$ cat src/rtl/core/sine_table_generator_defines.svh
// ============================================================================
// Sine table generator assertion macros
// Assertion helpers shared by the sine table generator RTL; they expand to
// nothing when SYNTHESIS is defined.
// ============================================================================
`ifndef SINE_TABLE_GENERATOR_DEFINES_SVH
`define SINE_TABLE_GENERATOR_DEFINES_SVH
`ifndef SYNTHESIS
`define STG_ASSERT(label, prop) \
    label: assert property (@(posedge clk) disable iff (!rst_n) prop) \
        else $error("sine_table_generator: property failed");
`define STG_ASSERT_NEVER(label, expr) \
    label: assert property (@(posedge clk) disable iff (!rst_n) !(expr)) \
        else $error("sine_table_generator: forbidden condition seen");
`else
`define STG_ASSERT(label, prop)
`define STG_ASSERT_NEVER(label, expr)
`endif
`endif

$ cat src/rtl/core/stg_pkg.sv
// ============================================================================
// Sine table generator package
// Request and response types, controller interface structs and constants.
// ============================================================================
package stg_pkg;

    typedef struct packed {
        logic        cmd;
        logic [12:0] freq_distance_mm;
        logic [12:0] amp_distance_mm;
        logic [9:0]  read_index;
    } stg_req_t;

    typedef struct packed {
        logic signed [15:0] sample;
        logic [9:0]         entry_count;
        logic [8:0]         amplitude_mm;
        logic [9:0]         period_length;
    } stg_rsp_t;

    localparam logic CMD_GEN  = 1'b0;
    localparam logic CMD_READ = 1'b1;

    localparam logic [9:0] FREQ_LO     = 10'd40;
    localparam logic [9:0] FREQ_HI     = 10'd400;
    localparam logic [8:0] AMP_LO      = 9'd100;
    localparam logic [8:0] AMP_HI      = 9'd400;
    localparam logic [9:0] PERIOD_RST  = 10'd1000;
    localparam logic [8:0] AMP_RST     = 9'd500;

    localparam int CORDIC_W     = 20;
    localparam int CORDIC_STEPS = 16;
    localparam int DIV_Q_BITS   = 17;
    localparam int DIVIDEND_W   = 42;
    localparam int DIVISOR_W    = 25;

    // The gain divisor 32768000 is 2^18 * 125; the division by 125 is done by
    // multiplying with ceil(2^29 / 125), which is exact for 22-bit operands.
    localparam int SCALE_SHIFT = 18;
    localparam int SCALE_W     = 22;
    localparam int RECIP_SHIFT = 29;
    localparam logic [22:0] RECIP_125 = 23'd4294968;

    localparam logic [32:0] HALF_PI_Q32      = 33'd6746518852;
    localparam logic [16:0] THETA_MAX        = 17'd102943;
    localparam logic signed [CORDIC_W-1:0] CORDIC_INV_GAIN = 20'sd39797;

    typedef struct packed {
        logic accept_gen;
        logic accept_read;
        logic angle_mul;
        logic div_start;
        logic div_sel_scale;
        logic rot_load;
        logic rot_step;
        logic scale_mul;
        logic write_sample;
        logic load_rsp;
        logic rsp_is_read;
    } stg_cmd_t;

    typedef struct packed {
        logic clear_done;
        logic div_done;
        logic rot_last;
        logic last_k;
    } stg_status_t;

    function automatic logic signed [CORDIC_W-1:0] atan_q16(input logic [3:0] idx);
        logic signed [CORDIC_W-1:0] val;
        case (idx)
            4'd0:    val = 20'sd51472;
            4'd1:    val = 20'sd30386;
            4'd2:    val = 20'sd16055;
            4'd3:    val = 20'sd8150;
            4'd4:    val = 20'sd4091;
            4'd5:    val = 20'sd2047;
            4'd6:    val = 20'sd1024;
            4'd7:    val = 20'sd512;
            4'd8:    val = 20'sd256;
            4'd9:    val = 20'sd128;
            4'd10:   val = 20'sd64;
            4'd11:   val = 20'sd32;
            4'd12:   val = 20'sd16;
            4'd13:   val = 20'sd8;
            4'd14:   val = 20'sd4;
            4'd15:   val = 20'sd2;
            default: val = 20'sd0;
        endcase
        return val;
    endfunction

endpackage

$ cat src/rtl/core/stg_ctrl.sv
`include "sine_table_generator_defines.svh"
// ============================================================================
// Sine table generator controller
// Waits out the clearing pass, then sequences table regeneration, table reads and the response hand-off.
// ============================================================================
module stg_ctrl (
    input  logic                clk,
    input  logic                rst_n,
    input  logic                req_valid,
    output logic                req_ready,
    input  logic                req_cmd,
    output logic                rsp_valid,
    input  logic                rsp_ready,
    input  stg_pkg::stg_status_t status,
    output stg_pkg::stg_cmd_t    cmd
);
    import stg_pkg::*;

    localparam logic [3:0] S_CLEAR   = 4'd0;
    localparam logic [3:0] S_IDLE    = 4'd1;
    localparam logic [3:0] S_ANGLE   = 4'd2;
    localparam logic [3:0] S_DIVA_GO = 4'd3;
    localparam logic [3:0] S_DIVA    = 4'd4;
    localparam logic [3:0] S_ROT     = 4'd5;
    localparam logic [3:0] S_MUL     = 4'd6;
    localparam logic [3:0] S_DIVS_GO = 4'd7;
    localparam logic [3:0] S_DIVS    = 4'd8;
    localparam logic [3:0] S_WRITE   = 4'd9;
    localparam logic [3:0] S_RESP    = 4'd10;

    logic [3:0] state_reg, state_next;
    logic       is_read_reg, is_read_next;
    logic       rsp_valid_reg, rsp_valid_next;
    logic       accept;
    logic       slot_free;

    assign req_ready = (state_reg == S_IDLE);
    assign accept    = req_valid && req_ready;
    assign slot_free = !rsp_valid_reg || rsp_ready;

    always_comb
    begin
        state_next     = state_reg;
        is_read_next   = is_read_reg;
        rsp_valid_next = rsp_valid_reg;
        cmd            = '0;
        if (rsp_valid_reg && rsp_ready)
        begin
            rsp_valid_next = 1'b0;
        end
        case (state_reg)
            S_CLEAR:
            begin
                if (status.clear_done)
                begin
                    state_next = S_IDLE;
                end
            end
            S_IDLE:
            begin
                if (accept)
                begin
                    is_read_next = (req_cmd == CMD_READ);
                    if (req_cmd == CMD_READ)
                    begin
                        cmd.accept_read = 1'b1;
                        state_next      = S_RESP;
                    end
                    else
                    begin
                        cmd.accept_gen = 1'b1;
                        state_next     = S_ANGLE;
                    end
                end
            end
            S_ANGLE:
            begin
                cmd.angle_mul = 1'b1;
                state_next    = S_DIVA_GO;
            end
            S_DIVA_GO:
            begin
                cmd.div_start = 1'b1;
                state_next    = S_DIVA;
            end
            S_DIVA:
            begin
                if (status.div_done)
                begin
                    cmd.rot_load = 1'b1;
                    state_next   = S_ROT;
                end
            end
            S_ROT:
            begin
                cmd.rot_step = 1'b1;
                if (status.rot_last)
                begin
                    state_next = S_MUL;
                end
            end
            S_MUL:
            begin
                cmd.scale_mul = 1'b1;
                state_next    = S_DIVS_GO;
            end
            S_DIVS_GO:
            begin
                cmd.div_sel_scale = 1'b1;
                state_next        = S_DIVS;
            end
            S_DIVS:
            begin
                // The reciprocal product is registered during this cycle.
                state_next = S_WRITE;
            end
            S_WRITE:
            begin
                cmd.write_sample = 1'b1;
                state_next = status.last_k ? S_RESP : S_ANGLE;
            end
            S_RESP:
            begin
                if (slot_free)
                begin
                    cmd.load_rsp   = 1'b1;
                    rsp_valid_next = 1'b1;
                    state_next     = S_IDLE;
                end
            end
            default:
            begin
                state_next = S_IDLE;
            end
        endcase
        cmd.rsp_is_read = is_read_reg;
    end

    always_ff @(posedge clk or negedge rst_n)
    begin
        if (!rst_n)
        begin
            state_reg     <= S_CLEAR;
            is_read_reg   <= 1'b0;
            rsp_valid_reg <= 1'b0;
        end
        else
        begin
            state_reg     <= state_next;
            is_read_reg   <= is_read_next;
            rsp_valid_reg <= rsp_valid_next;
        end
    end

    assign rsp_valid = rsp_valid_reg;

    // The divider must have finished its previous job before it is restarted.
    `STG_ASSERT(a_div_idle_on_start, cmd.div_start |-> status.div_done)
    `STG_ASSERT(a_rsp_from_resp, $rose(rsp_valid_reg) |-> $past(state_reg == S_RESP))

endmodule

$ cat config.mk
export PLATFORM = sky130hd
export DESIGN_NAME = stg_ctrl
export DESIGN_NICKNAME = d
export VERILOG_FILES = /design/src/rtl/core/stg_pkg.sv /design/src/rtl/core/stg_ctrl.sv
export VERILOG_INCLUDE_DIRS = /design/src /design/src/rtl/core
export SDC_FILE = /design/constraint.sdc
export NUM_CORES = 1
export LEC_CHECK = 0
export BUFFER_PORTS_ARGS = -buffer_cell sky130_fd_sc_hd__buf_4
export CAP_MARGIN = 20
export CELL_PAD_IN_SITES_DETAIL_PLACEMENT = 1
export CELL_PAD_IN_SITES_GLOBAL_PLACEMENT = 1
export CORE_UTILIZATION = 32
export CTS_BUF_LIST = sky130_fd_sc_hd__clkbuf_4 sky130_fd_sc_hd__clkbuf_8
export CTS_CLUSTER_DIAMETER = 200
export DETAILED_ROUTE_END_ITERATION = 10
export HOLD_SLACK_MARGIN = 0.02
export PLACE_DENSITY_LB_ADDON = 0.1
export RECOVER_POWER = 25
export REMOVE_ABC_BUFFERS = 1
export SYNTH_ARGS = -nofsm -noshare
export SYNTH_HDL_FRONTEND = slang
export SYNTH_SLANG_ARGS = --single-unit
$ cat constraint.sdc
create_clock -name clk -period 1.6 [get_ports clk]
set_input_delay 0.08 -clock clk [delete_from_list [all_inputs] [get_ports clk]]
set_output_delay 0.08 -clock clk [all_outputs]
set_load 0.02 [all_outputs]
After elaboration in Yosys (flattened, before gate mapping). Cells that the tools add are included.

Output and inout bits: 13. Logic and storage cells: 50. Register bits after elaboration: 6. Bits of input ports: 9.

Eq/ne operators: 15. Mux-type cells: 25. Reductions and logical operators: 7.

Operator list (count): $pmux 4 s11 (1); $mux 4 (7); $eq 4x3->1 const B (4); $mux 1 (15); $eq 4x4->1 const B (3); $eq 4x2->1 const B (2); $ne 2x2->1 const B (4); $reduce_and 5->1 (1); $eq 4x1->1 const B (1); $logic_not 4->1 (1); $mux 2 (2); $logic_and 1x1->1 (2); $ne 2x1->1 const B (1); $reduce_and 2->1 (1); $logic_not 1->1 (1); $logic_or 1x1->1 (1).

Logic depth before layout (Yosys ltp). Gate-level depths: netlist of the first run.

Depth in word-level cells: 4. Gate-level depth with buffers: 4. Depth with buffers taken out: 3.

Worst setup path after synthesis of the first run. No wires, ideal clock.

Kind: register to register. Start: reg state_reg[1]. End: reg is_read_reg. Slack: -0.275 ns. Path buffers: 0. Cell stages (with the launch flop): 4. Required time: 1.536 ns. Arrival: 1.811 ns. Cell sequence: dfrtp_1 nor4b_1 and3_1 a21o_1.

Cells in the longest elaborated chain, start to end: 3.

RTL lines: start: declaration (RTL line stg_ctrl.sv:31) `logic [3:0] state_reg, state_next;`; start signal: assignment (RTL line stg_ctrl.sv:149) `state_reg <= state_next;`; $eq 4x1->1 (*) (RTL line stg_ctrl.sv:37) `assign req_ready = (state_reg == S_IDLE);`; named net req_ready (RTL line stg_ctrl.sv:10) `output logic req_ready,`; $logic_and 1x1->1 (RTL line stg_ctrl.sv:38) `assign accept = req_valid && req_ready;`; $reduce_and 2->1 (no line) (*); end signal: assignment (RTL line stg_ctrl.sv:150) `is_read_reg <= is_read_next;`; end: declaration (RTL line stg_ctrl.sv:32) `logic is_read_reg, is_read_next;`.

Mark *: on every way through the listed nets, which the timed path passes. The rest lies on a longest branch. A chain may end at the register's enable or synchronous reset.

==> results.md, run 1 <==
- Status: finished, final reports clean
- Port bufs: 21
- Grt total ovfl: 0
- Pre-CTS WS: 0.0870 ns
- Sw Ratio: 0.450
- Vias: 479
- Placed cell area: 613 um2
- Non-filler cells, final: 91
- Max cap viols: 0
- Synthesized area: 449 um2
- WL/cell: 13.7 um
- Fin nets: 87
- RSZ-0062 raised after global routing: false
- R2R Path Start: state_reg[2]
- Crit end category: primary output
- Initial antenna violation count: 0
- Reg-to-reg slack, setup: 0.22 ns
- Drt first-iter violations: 6
- WHS: 0.0573 ns
- Internal power: 656 uW
- Hold endpoint: rsp_valid
- Final WL: 1.24 mm
- Area Growth Syn to Fin: 48.5%
- Post-synth top flop: dfrtp_1
- Max Clock Skew: 0.000705 ns
- CTS buffer count: 3
- Sequential share of power: 0.297
- Io pins: 22
- YS warnings: 0
- Final setup viols: 0
- First-pass GRT wire length: 2.00 mm
- Most common cell after layout, fill and taps aside: buf_4
- Leak: 0.319 nW
- DIE AREA: 0.00156 mm2
- Avg Vias per Cell: 5.26
- Final Cycle Share: 0.952
- Finished Core Util: 0.513
- Largest net degree at the start of global routing: 12
- Die Y: 39.5 um
- Combinational share of power: 0.589
- DRC violations left: 0
- Setup Crit Path Kind: flop to primary output
- VDD IR-drop max: 0.626 mV
- Critical Path Fanout Max: 11
- Highest clock rate: 657 MHz
- DRT Pass-1 Iters: 2
- Number of diodes: 0
- Sw power: 537 uW
- Flops & latches, synth: 6
- Power Dens Cells: 1790 mW/mm2
- Syn Area/Cell: 8.48 um2
- Buffer levels on the longest clock path: 2
- CTS tree: built
- Worst Reg-to-Reg Cells: 3
- Vias in the first global route: 474
- GRT Util Overall: 0.196
- Final Worst Setup Slack: 0.0768 ns
- Hold Path Cell Cnt: 2
- HPWL after DPL: 989 um
- Worst path required time: 1.52 ns
- Clock sink count: 6
- Register area share after synthesis: 0.334
- Crit path DAT: 1.44 ns
- Core ar.: 0.00130 mm2
- Core Rows: 13
- Tmin final: 1.52 ns
- Min-delay src: rsp_ready
- H-Tree Level Count: 1
- Inst Count DP: 87
- Clock Latency Late Sink: 0.24 ns
- Unique masters post-synth: 27
- Hold Path Class: input pin to flop
- Max Slew Vio Count: 0
- Tot Pwr: 1.19 mW
- Layout cell share with drive strength beyond 1: 0.461
- Design area: 667 um2
- Final Wtd Congestion: 0.726
- Highest-count cells in the layout ignoring fill and taps: 23 x buf_4, 5 x nor2_1, 4 x nand2_1, 4 x o21ai_0, 4 x dfrtp_2
- Relative slew slack: 0.787
- Post-Syn Instances: 53
- Worst-Margin Slew: 0.319 ns
- Routed Antenna Nets: 0
- Max reg flops: 4
- TNS Setup: 0 ns
- Critical Path Start Type: flop
- Initial core utilization: 0.345
- Clock transition at path regs: 0.04 ns
- Count of final hold-check violations: 0
- FF-to-FF End: state_reg[3]
- Clock power share: 0.114
- Ys async rst share: 1.00
- Die width: 39.5 um
- Root buf cell: clkbuf_4
- Post-synth EDFFs: 0
## logic make-up (layout without fill, tap and decap cells)
family                    count (synthesis)  count (layout)  synth area share
DFF                                       6               6             0.334
AOI/OAI and AO/OA                        12              12             0.181
xor gates and xnor gates                  1               1            0.0195
muxes                                     2               2            0.0501
and+or+nand+nor                          24              24             0.312
buffers and inverters                     8              31             0.103
## worst max-delay path by stage
| stage | startpoint | end | slack (ns) | depth (start not counted) |
|---|---|---|---|---|
| after global routing | state_reg[3] | cmd[5] | 0.01 | 3 |
| after global placement | state_reg[3] | cmd[9] | 0.16 | 3 |
| after detailed placement | state_reg[3] | cmd[9] | 0.09 | 3 |
| final | state_reg[3] | cmd[5] | 0.08 | 3 |
| after floorplan | state_reg[3] | is_read_reg | -0.37 | 3 |
| after CTS | state_reg[3] | cmd[9] | 0.004 | 3 |
## layout make-up
class | instances | area, um2
Sequential cell | 6 | 155
Tap cell | 15 | 18.8
Multi-Input combinational cell | 39 | 273
Fill cell | 167 | 634
Inverter | 3 | 11.3
Clock buffer | 3 | 22.5
Timing Repair Buffer | 25 | 186
## power by group through the flow
stage | combinational [mW] | sequential, mW | clock [mW]
finish | 0.702 | 0.355 | 0.136
detailed placement | 0.682 | 0.327 | 0
global placement | 0.673 | 0.329 | 0
CTS | 0.693 | 0.331 | 0.139
floorplan | 0.382 | 0.339 | 0
global route | 0.777 | 0.367 | 0.155
## worst max-delay path: stages, from the launching register on
cell      delay [ns]
dfrtp_2         0.49
nand2b_1        0.22
nor4b_1         0.30
buf_4           0.19
## synth_stat cells (all sizes together), types with 2 or more instances
master,count,share of area
nor2,5,0.042
nor4b,2,0.039
o21ai,4,0.045
mux2,2,0.050
a21oi,2,0.022
nor3b,2,0.033
nor3,3,0.033
or3,2,0.028
nand2b,2,0.028
nand2,4,0.033
dfrtp,6,0.33
buf,4,0.070
inv,3,0.025
## repair_timing
item,CTS,global route
hold buffers,1,0
hold endpoints to repair,6,0
gates resized for setup,1,6
pin swaps,0,0
endpoints found under the setup margin,2,4
buffers inserted,0,0
## per-layer routing
metal / vias to the layer above / wire length [um] / GRT usage
met4: 0 / 9 / 0.0345
li1: 235 / - / -
met5: - / 0 / 0
met3: 2 / 100 / 0.108
met1: 222 / 509 / 0.206
met2: 20 / 625 / 0.340
(Power assumes the default switching activity.)
==> run 2, diff against run 1 <==
--- a/config.mk
+++ b/config.mk
@@ -6,11 +6,12 @@
 export SDC_FILE = /design/constraint.sdc
 export NUM_CORES = 1
 export LEC_CHECK = 0
+export ABC_AREA = 1
 export BUFFER_PORTS_ARGS = -buffer_cell sky130_fd_sc_hd__buf_4
 export CAP_MARGIN = 20
 export CELL_PAD_IN_SITES_DETAIL_PLACEMENT = 1
 export CELL_PAD_IN_SITES_GLOBAL_PLACEMENT = 1
-export CORE_UTILIZATION = 32
+export CORE_UTILIZATION = 31
 export CTS_BUF_LIST = sky130_fd_sc_hd__clkbuf_4 sky130_fd_sc_hd__clkbuf_8
 export CTS_CLUSTER_DIAMETER = 200
 export DETAILED_ROUTE_END_ITERATION = 10
==> constraint.sdc (replaced) <==
create_clock -name clk -period 1.45 [get_ports clk]
set_input_delay 0.29 -clock clk [delete_from_list [all_inputs] [get_ports clk]]
set_output_delay 0.29 -clock clk [all_outputs]
set_load 0.02 [all_outputs]
==> run 2 against run 1 <==
Via count up 25%. Final cell count grew 34%. Sequential power shrank 10%. The run now ends with setup timing left. Highest routed layer unchanged.
==> results.md, run 2 <==
- Fillcell total: 183 (+9.6%)
- HPWL after DPL: 1.07 mm (+8.6%)
- Max cap viols: 0 (unchanged)
- Most common cell after layout, fill and taps aside: buf_4
- Root buf cell: clkbuf_4
- Crit end category: primary output
- Avg Vias per Cell: 4.93 (-6.4%)
- Crit-path leading delay family: flip-flops
- Clock transition at path regs: 0.04 ns (about the same)
- WL/cell: 13.9 um (+2.0%)
- Tot Pwr: 1.63 mW (+37%)
- Post-Syn Instances: 70 (+32%)
- Hold Path Cell Cnt: 2 (unchanged)
- Crit path buf inv count: 3 (+2)
- Worst path required time: 1.16 ns (-0.36 ns)
- Final Wtd Congestion: 0.753 (+3.6%)
- Pre-CTS WS: 0.0998 ns (+0.0128 ns)
- DRT Pass-1 Iters: 4 (+2)
- Yosys top cell by area: dfrtp_1
- Io pins: 22 (unchanged)
- DIE AREA: 0.00168 mm2 (+7.7%)
- Vias: 601 (+25%)
- Unique masters post-synth: 17 (-37%)
- Drt first-iter violations: 6 (unchanged)
- FF-to-FF End: state_reg[1]
- Hold endpoint: rsp_valid
- Max Clock Skew: 0.00312 ns (+0.00242 ns)
- Crit path DAT: 1.27 ns (-0.17 ns)
- Multi-input logic area: 305 um2 (+12%)
- Failing checks: setup timing
- Most instantiated library cell after synthesis: nor2_1
- Highest-count cells in the layout ignoring fill and taps: 31 x buf_4, 12 x nor2_1, 8 x nand2_1, 8 x inv_1, 6 x nand2_2
- Synthesized area: 470 um2 (+4.7%)
- Die width: 41.0 um (+3.8%)
- TNS Setup: -0.462 ns (-0.462 ns)
- Highest clock rate: 642 MHz
- Synth area leaders: dfrtp_1 32%, nor2_1 11%, nand2_1 7.2%
- Post-synth top flop: dfrtp_1
- Yosys top cell area share: 0.319 (-0.0151)
- CTS tree: built
- Count of final hold-check violations: 0 (unchanged)
- DRC violations left: 0 (unchanged)
- Final Cycle Share: 1.07
- YS warnings: 0 (unchanged)
- First-pass GRT wire length: 2.52 mm (+26%)
- R2R Path Start: state_reg[2]
- Core ar.: 0.00135 mm2 (+3.7%)
- Post-synth EDFFs: 0 (unchanged)
- Worst Reg-to-Reg Cells: 9 (+6)
- CTS buffer count: 3 (unchanged)
- Largest net degree at the start of global routing: 7 (-5)
- Die Y: 41.0 um (+3.8%)
- Critical Path Start Type: flop
- Reg-to-reg slack, setup: 0.12 ns (-0.10 ns)
- H-Tree Level Count: 1 (unchanged)
- Final Worst Setup Slack: -0.107 ns (-0.184 ns)
- Power Dens Cells: 2000 mW/mm2 (+12%)
- Hold Path Class: input pin to flop
- Min-delay src: rsp_ready
- Ys async rst share: 1.00 (unchanged)
- Crit path max-delay cell type: dfrtp_2
- GRT Util Overall: 0.245 (+0.0497)
- Register area share after synthesis: 0.319 (-0.0151)
- Final WL: 1.70 mm (+37%)
- Max reg flops: 4 (unchanged)
- Final setup viols: 7 (+7)
- Vias in the first global route: 576 (+22%)
- CP max stage delay: 0.45 ns (-0.04 ns)
- Fin nets: 118 (+36%)
- Core Rows: 13 (unchanged)
- Inst Count DP: 107 (+23%)
- Flops & latches, synth: 6 (unchanged)
- Register Area: 153 um2 (-1.6%)
- Non-filler cells, final: 122 (+34%)
- Critical Path Fanout Max: 4 (-7)
- Max Slew Vio Count: 0 (unchanged)
- VDD IR-drop max: 1.05 mV (+68%)
- WHS: 0.234 ns (+0.176 ns)
- Clock sink count: 6 (unchanged)
- Commonest cells post-synth: 14 x nor2_1, 9 x nand2_1, 8 x inv_1, 6 x dfrtp_1
- Syn Area/Cell: 6.72 um2 (-21%)
- Placed cell area: 654 um2 (+6.7%)
- Worst-Margin Slew: 0.334 ns (+0.0146 ns)
- Initial core utilization: 0.348 (+0.00328)
- Port bufs: 21 (unchanged)
- RSZ-0062 raised after global routing: true
- Leak: 0.441 nW (+38%)
- Clock Latency Late Sink: 0.25 ns (about the same)
- Grt total ovfl: 0 (unchanged)
- Status: complete, but fails checks
- Tmin final: 1.56 ns
- Setup Crit Path Kind: flop to primary output
- Relative slew slack: 0.777 (-0.00976)
- Buffer levels on the longest clock path: 2 (unchanged)
- Area Growth Syn to Fin: 72.9%
- Number of diodes: 0 (unchanged)
- Design area: 813 um2 (+22%)
- Layout cell share with drive strength beyond 1: 0.551 (+0.0909)
- Routed Antenna Nets: 0 (unchanged)
- Finished Core Util: 0.602 (+0.0899)
- Worst-path cell chain: inv_2, nand2_2, nor2_4, inv_1, nor2_1, buf_4
- Initial antenna violation count: 0 (unchanged)
## run 2: cell count changes after synthesis, moves of 5 or more
cell | previous run | this run
nand2_1 | 4 | 9
nand3_1 | 0 | 5
inv_1 | 3 | 8
nor2_1 | 5 | 14
nand2_2 | 0 | 5
## run 2: logic make-up (layout without fill, tap and decap cells)
kind of cell	count (synthesis)	in the layout	synth area share
flops	6	6	0.319
compound gates	6	6	0.0665
simple gates	45	45	0.503
buf+inv	13	50	0.112
## run 2: final cells by class
cell class,instances,share of cell area
multi-input combinational,51,0.375
tap,15,0.0231
inverter,12,0.0554
clock buffer,3,0.0277
sequential,6,0.188
timing repair buffer,35,0.331
## run 2: per-layer routing
metal | up-vias | part of all wire | track usage
li1 | 292 | - | -
met1 | 286 | 0.39 | 0.247
met2 | 17 | 0.53 | 0.430
met3 | 6 | 0.054 | 0.0870
met4 | 0 | 0.026 | 0.142
met5 | - | 0 | 0
## run 2: what timing repair did
| action | CTS | global route |
|---|---|---|
| hold buffers | 1 | 0 |
| hold endpoints to repair | 6 | 0 |
| setup endpoints to repair | 6 | 12 |
| resized for setup | 7 | 5 |
| pin swaps | 4 | 2 |
| setup buffers | 11 | 0 |
## run 2: worst max-delay path by stage
stage,cells after the start,slack (ns),to,from
after floorplan,3,-0.09,cmd[10],state_reg[1]
after global placement,4,0.12,cmd[5],state_reg[0]
after detailed placement,4,0.1,cmd[10],state_reg[1]
after CTS,6,-0.10,cmd[9],state_reg[1]
after global routing,4,-0.18,cmd[5],state_reg[0]
final,6,-0.11,cmd[1],state_reg[0]
## run 2: where the power goes
group | leakage (nW) | total [mW] | internal, mW | switching (mW)
logic | 0.353 | 1.16 | 0.501 | 0.655
clock network | 0.0138 | 0.155 | 0.0936 | 0.0613
registers | 0.0742 | 0.318 | 0.241 | 0.0772
==> run 3, diff against run 2 <==
--- a/config.mk
+++ b/config.mk
@@ -7,14 +7,15 @@
 export NUM_CORES = 1
 export LEC_CHECK = 0
 export ABC_AREA = 1
-export BUFFER_PORTS_ARGS = -buffer_cell sky130_fd_sc_hd__buf_4
 export CAP_MARGIN = 20
 export CELL_PAD_IN_SITES_DETAIL_PLACEMENT = 1
 export CELL_PAD_IN_SITES_GLOBAL_PLACEMENT = 1
-export CORE_UTILIZATION = 31
+export CORE_AREA = 2 2 39 41
 export CTS_BUF_LIST = sky130_fd_sc_hd__clkbuf_4 sky130_fd_sc_hd__clkbuf_8
 export CTS_CLUSTER_DIAMETER = 200
 export DETAILED_ROUTE_END_ITERATION = 10
+export DIE_AREA = 0 0 41 43
+export DONT_BUFFER_PORTS = 1
 export HOLD_SLACK_MARGIN = 0.02
 export PLACE_DENSITY_LB_ADDON = 0.1
 export RECOVER_POWER = 25
==> run 3 against run 2 <==
The flow still finishes with violations (setup timing). Sequential share of layout area shrank 0.59 points. Clock skew is essentially flat. Largest power group unchanged. Utilization up 0.43 points. Global-route usage shrank 1.9 points. Cell area is 3.2% higher. Combinational power increased by 18%. Hold slack worse by 0.10 ns. Sequential cell count is the same.
==> results.md, run 3 (synthesized netlist as in run 2, its figures left out) <==
- Grt total ovfl: 0 (unchanged)
- Layout cell share with drive strength beyond 1: 0.583 (+0.0311)
- Clock transition at path regs: 0.05 ns (about the same)
- Initial antenna violation count: 0 (unchanged)
- CP max stage delay: 0.42 ns (-0.03 ns)
- Io pins: 22 (unchanged)
- Final setup viols: 9 (+2)
- Count of final hold-check violations: 0 (unchanged)
- Max Slew Vio Count: 0 (unchanged)
- Status: complete, but fails checks
- Highest clock rate: 636 MHz (-0.89%)
- Internal power: 943 uW (+13%)
- Die width: 41 um (+0.11%)
- Critical Path Start Type: flop
- HPWL after DPL: 1.07 mm (about the same)
- Most common cell after layout, fill and taps aside: buf_4
- Drt first-iter violations: 3 (-3)
- Hold Path Class: input pin to flop
- Power Dens Cells: 2220 mW/mm2 (+11%)
- Crit path DAT: 1.28 ns (about the same)
- DRT Pass-1 Iters: 4 (unchanged)
- Fin nets: 114 (-3.4%)
- RSZ-0062 raised after global routing: true
- Tot Pwr: 1.86 mW (+14%)
- VDD IR-drop max: 0.931 mV (-12%)
- Core Rows: 14 (+1)
- Port bufs: 0 (-100%)
- Number of diodes: 0 (unchanged)
- Crit path max-delay cell type: dfrtp_1
- Largest net degree at the start of global routing: 7 (unchanged)
- Crit path buf inv count: 2 (-1)
- Clock Latency Late Sink: 0.25 ns (about the same)
- Max Clock Skew: 0.00288 ns (-0.000242 ns)
- Worst path required time: 1.16 ns (about the same)
- Clock sink count: 6 (unchanged)
- DRC violations left: 0 (unchanged)
- Core ar.: 0.00138 mm2 (+2.5%)
- Initial core utilization: 0.340 (-0.00851)
- Max reg flops: 4 (unchanged)
- Max cap viols: 0 (unchanged)
- Pre-CTS WS: 0.0934 ns (-0.00639 ns)
- Crit-path leading delay family: flip-flops
- Sw power: 922 uW (+16%)
- Setup Crit Path Kind: flop to primary output
- Sequential share of power: 0.180 (-0.015)
- Routed Antenna Nets: 0 (unchanged)
- Failing checks: setup timing
- CTS buffer count: 3 (unchanged)
- Avg Vias per Cell: 5.04 (+2.4%)
- Sw Ratio: 0.495 (+0.00735)
- Leak: 0.436 nW (-1.2%)
- Combinational share of power: 0.734 (+0.024)
- Vias in the first global route: 579 (+0.52%)
- DIE AREA: 0.00176 mm2 (+5.1%)
- Highest-count cells in the layout ignoring fill and taps: 24 x buf_4, 10 x nor2_1, 8 x nand2_1
- Clock power share: 0.086 (-0.009)
- Final Worst Setup Slack: -0.121 ns (-0.0140 ns)
- Buffer levels on the longest clock path: 2 (unchanged)
- Worst-path cell chain: inv_2, buf_4, nand2_4, nor2_1
- Area Growth Syn to Fin: 78.5%
- Final WL: 1.95 mm (+15%)
- Die Y: 43 um (+5.0%)
- Final Wtd Congestion: 0.670 (-11%)
- H-Tree Level Count: 1 (unchanged)
- WL/cell: 16.4 um (+17%)
- Root buf cell: clkbuf_4
- Critical Path Fanout Max: 4 (unchanged)
- GRT Util Overall: 0.226 (-0.0192)
- R2R Path Start: state_reg[0]
- Worst-Margin Slew: 0.380 ns (+0.0459 ns)
- Vias: 600 (-0.17%)
- Worst setup path start: state_reg[3]
- First-pass GRT wire length: 2.60 mm (+3.3%)
- Tmin final: 1.57 ns (+0.0140 ns)
- Relative slew slack: 0.746 (-0.0315)
- Fillcell total: 174 (-4.9%)
- Crit end category: primary output
- CTS tree: built
- Min-delay src: rsp_ready
- Final Cycle Share: 1.08 (+0.00968)
-- run 3: changes by cell type in the layout (fill, tap and decap cells not counted), sizes merged --
cell,before,now
clkbuf,4,3
buf,33,30
-- run 3: cell type report --
| type | instances | area, um2 | share of cell area |
|---|---|---|---|
| timing repair buffer | 31 | 258 | 0.307 |
| tap | 16 | 20.0 | 0.0238 |
| inverter | 12 | 47.5 | 0.0566 |
| clock buffer | 3 | 22.5 | 0.0268 |
| multi-input combinational | 51 | 339 | 0.404 |
| sequential | 6 | 153 | 0.182 |
-- run 3: per-layer routing --
layer	global-route usage	wire, um	share of wire	up-vias
met5	0	0	0	-
met4	0.0667	37	0.019	0
met3	0.0995	88	0.045	4
met2	0.378	1100	0.57	24
met1	0.243	719	0.37	291
li1	-	-	-	281
-- run 3: worst paths after layout --
| check | slack (ns) | end | cells after the start |
|---|---|---|---|
| min in group asynchronous | 0.36 | state_reg[3] | 1 |
| hold / removal | 0.13 | rsp_valid | 1 |
| setup / recovery | -0.12 | cmd[4] | 4 |
| setup reg to reg | 0.03 | state_reg[1] | 10 |
| max in group asynchronous | 0.83 | state_reg[1] | 1 |
| hold reg to reg | 0.55 | rsp_valid | 2 |
-- run 3: worst register-to-register path: cells and delay by family, from the launching register on --
kind,cells,cell delay (ns)
flip-flops,1,0.43
AND/OR/NAND/NOR,7,0.54
buffers and inverters,3,0.38
-- run 3: timing repair --
action / CTS / global route
setup buffers: 10 / 10
hold buffers: 1 / 0
resized for setup: 5 / 20
pin swaps: 6 / 9
setup endpoints to repair: 6 / 11
hold endpoints to repair: 6 / 0
-- run 3: power by group through the flow --
stage,Combinational (mW),Sequential [mW],Clock [mW]
finish,1.37,0.335,0.161
CTS,0.948,0.330,0.163
detailed placement,0.752,0.334,0
global route,1.46,0.341,0.171
global placement,0.741,0.333,0
floorplan,0.560,0.324,0
-- run 3: metrics by stage --
stage                     TNS, ns  hold slack (ns)  area (um2)  utilization  std cells
after floorplan           -0.0922         -0.00559         463            -         69
after global placement          0         -0.00547         558        0.403         95
after detailed placement        0         -0.00543         558        0.403         95
after CTS                  -0.610            0.126         687        0.496        109
after global routing        -1.27            0.120         840        0.607        119
final                      -0.732            0.131         840        0.607        119
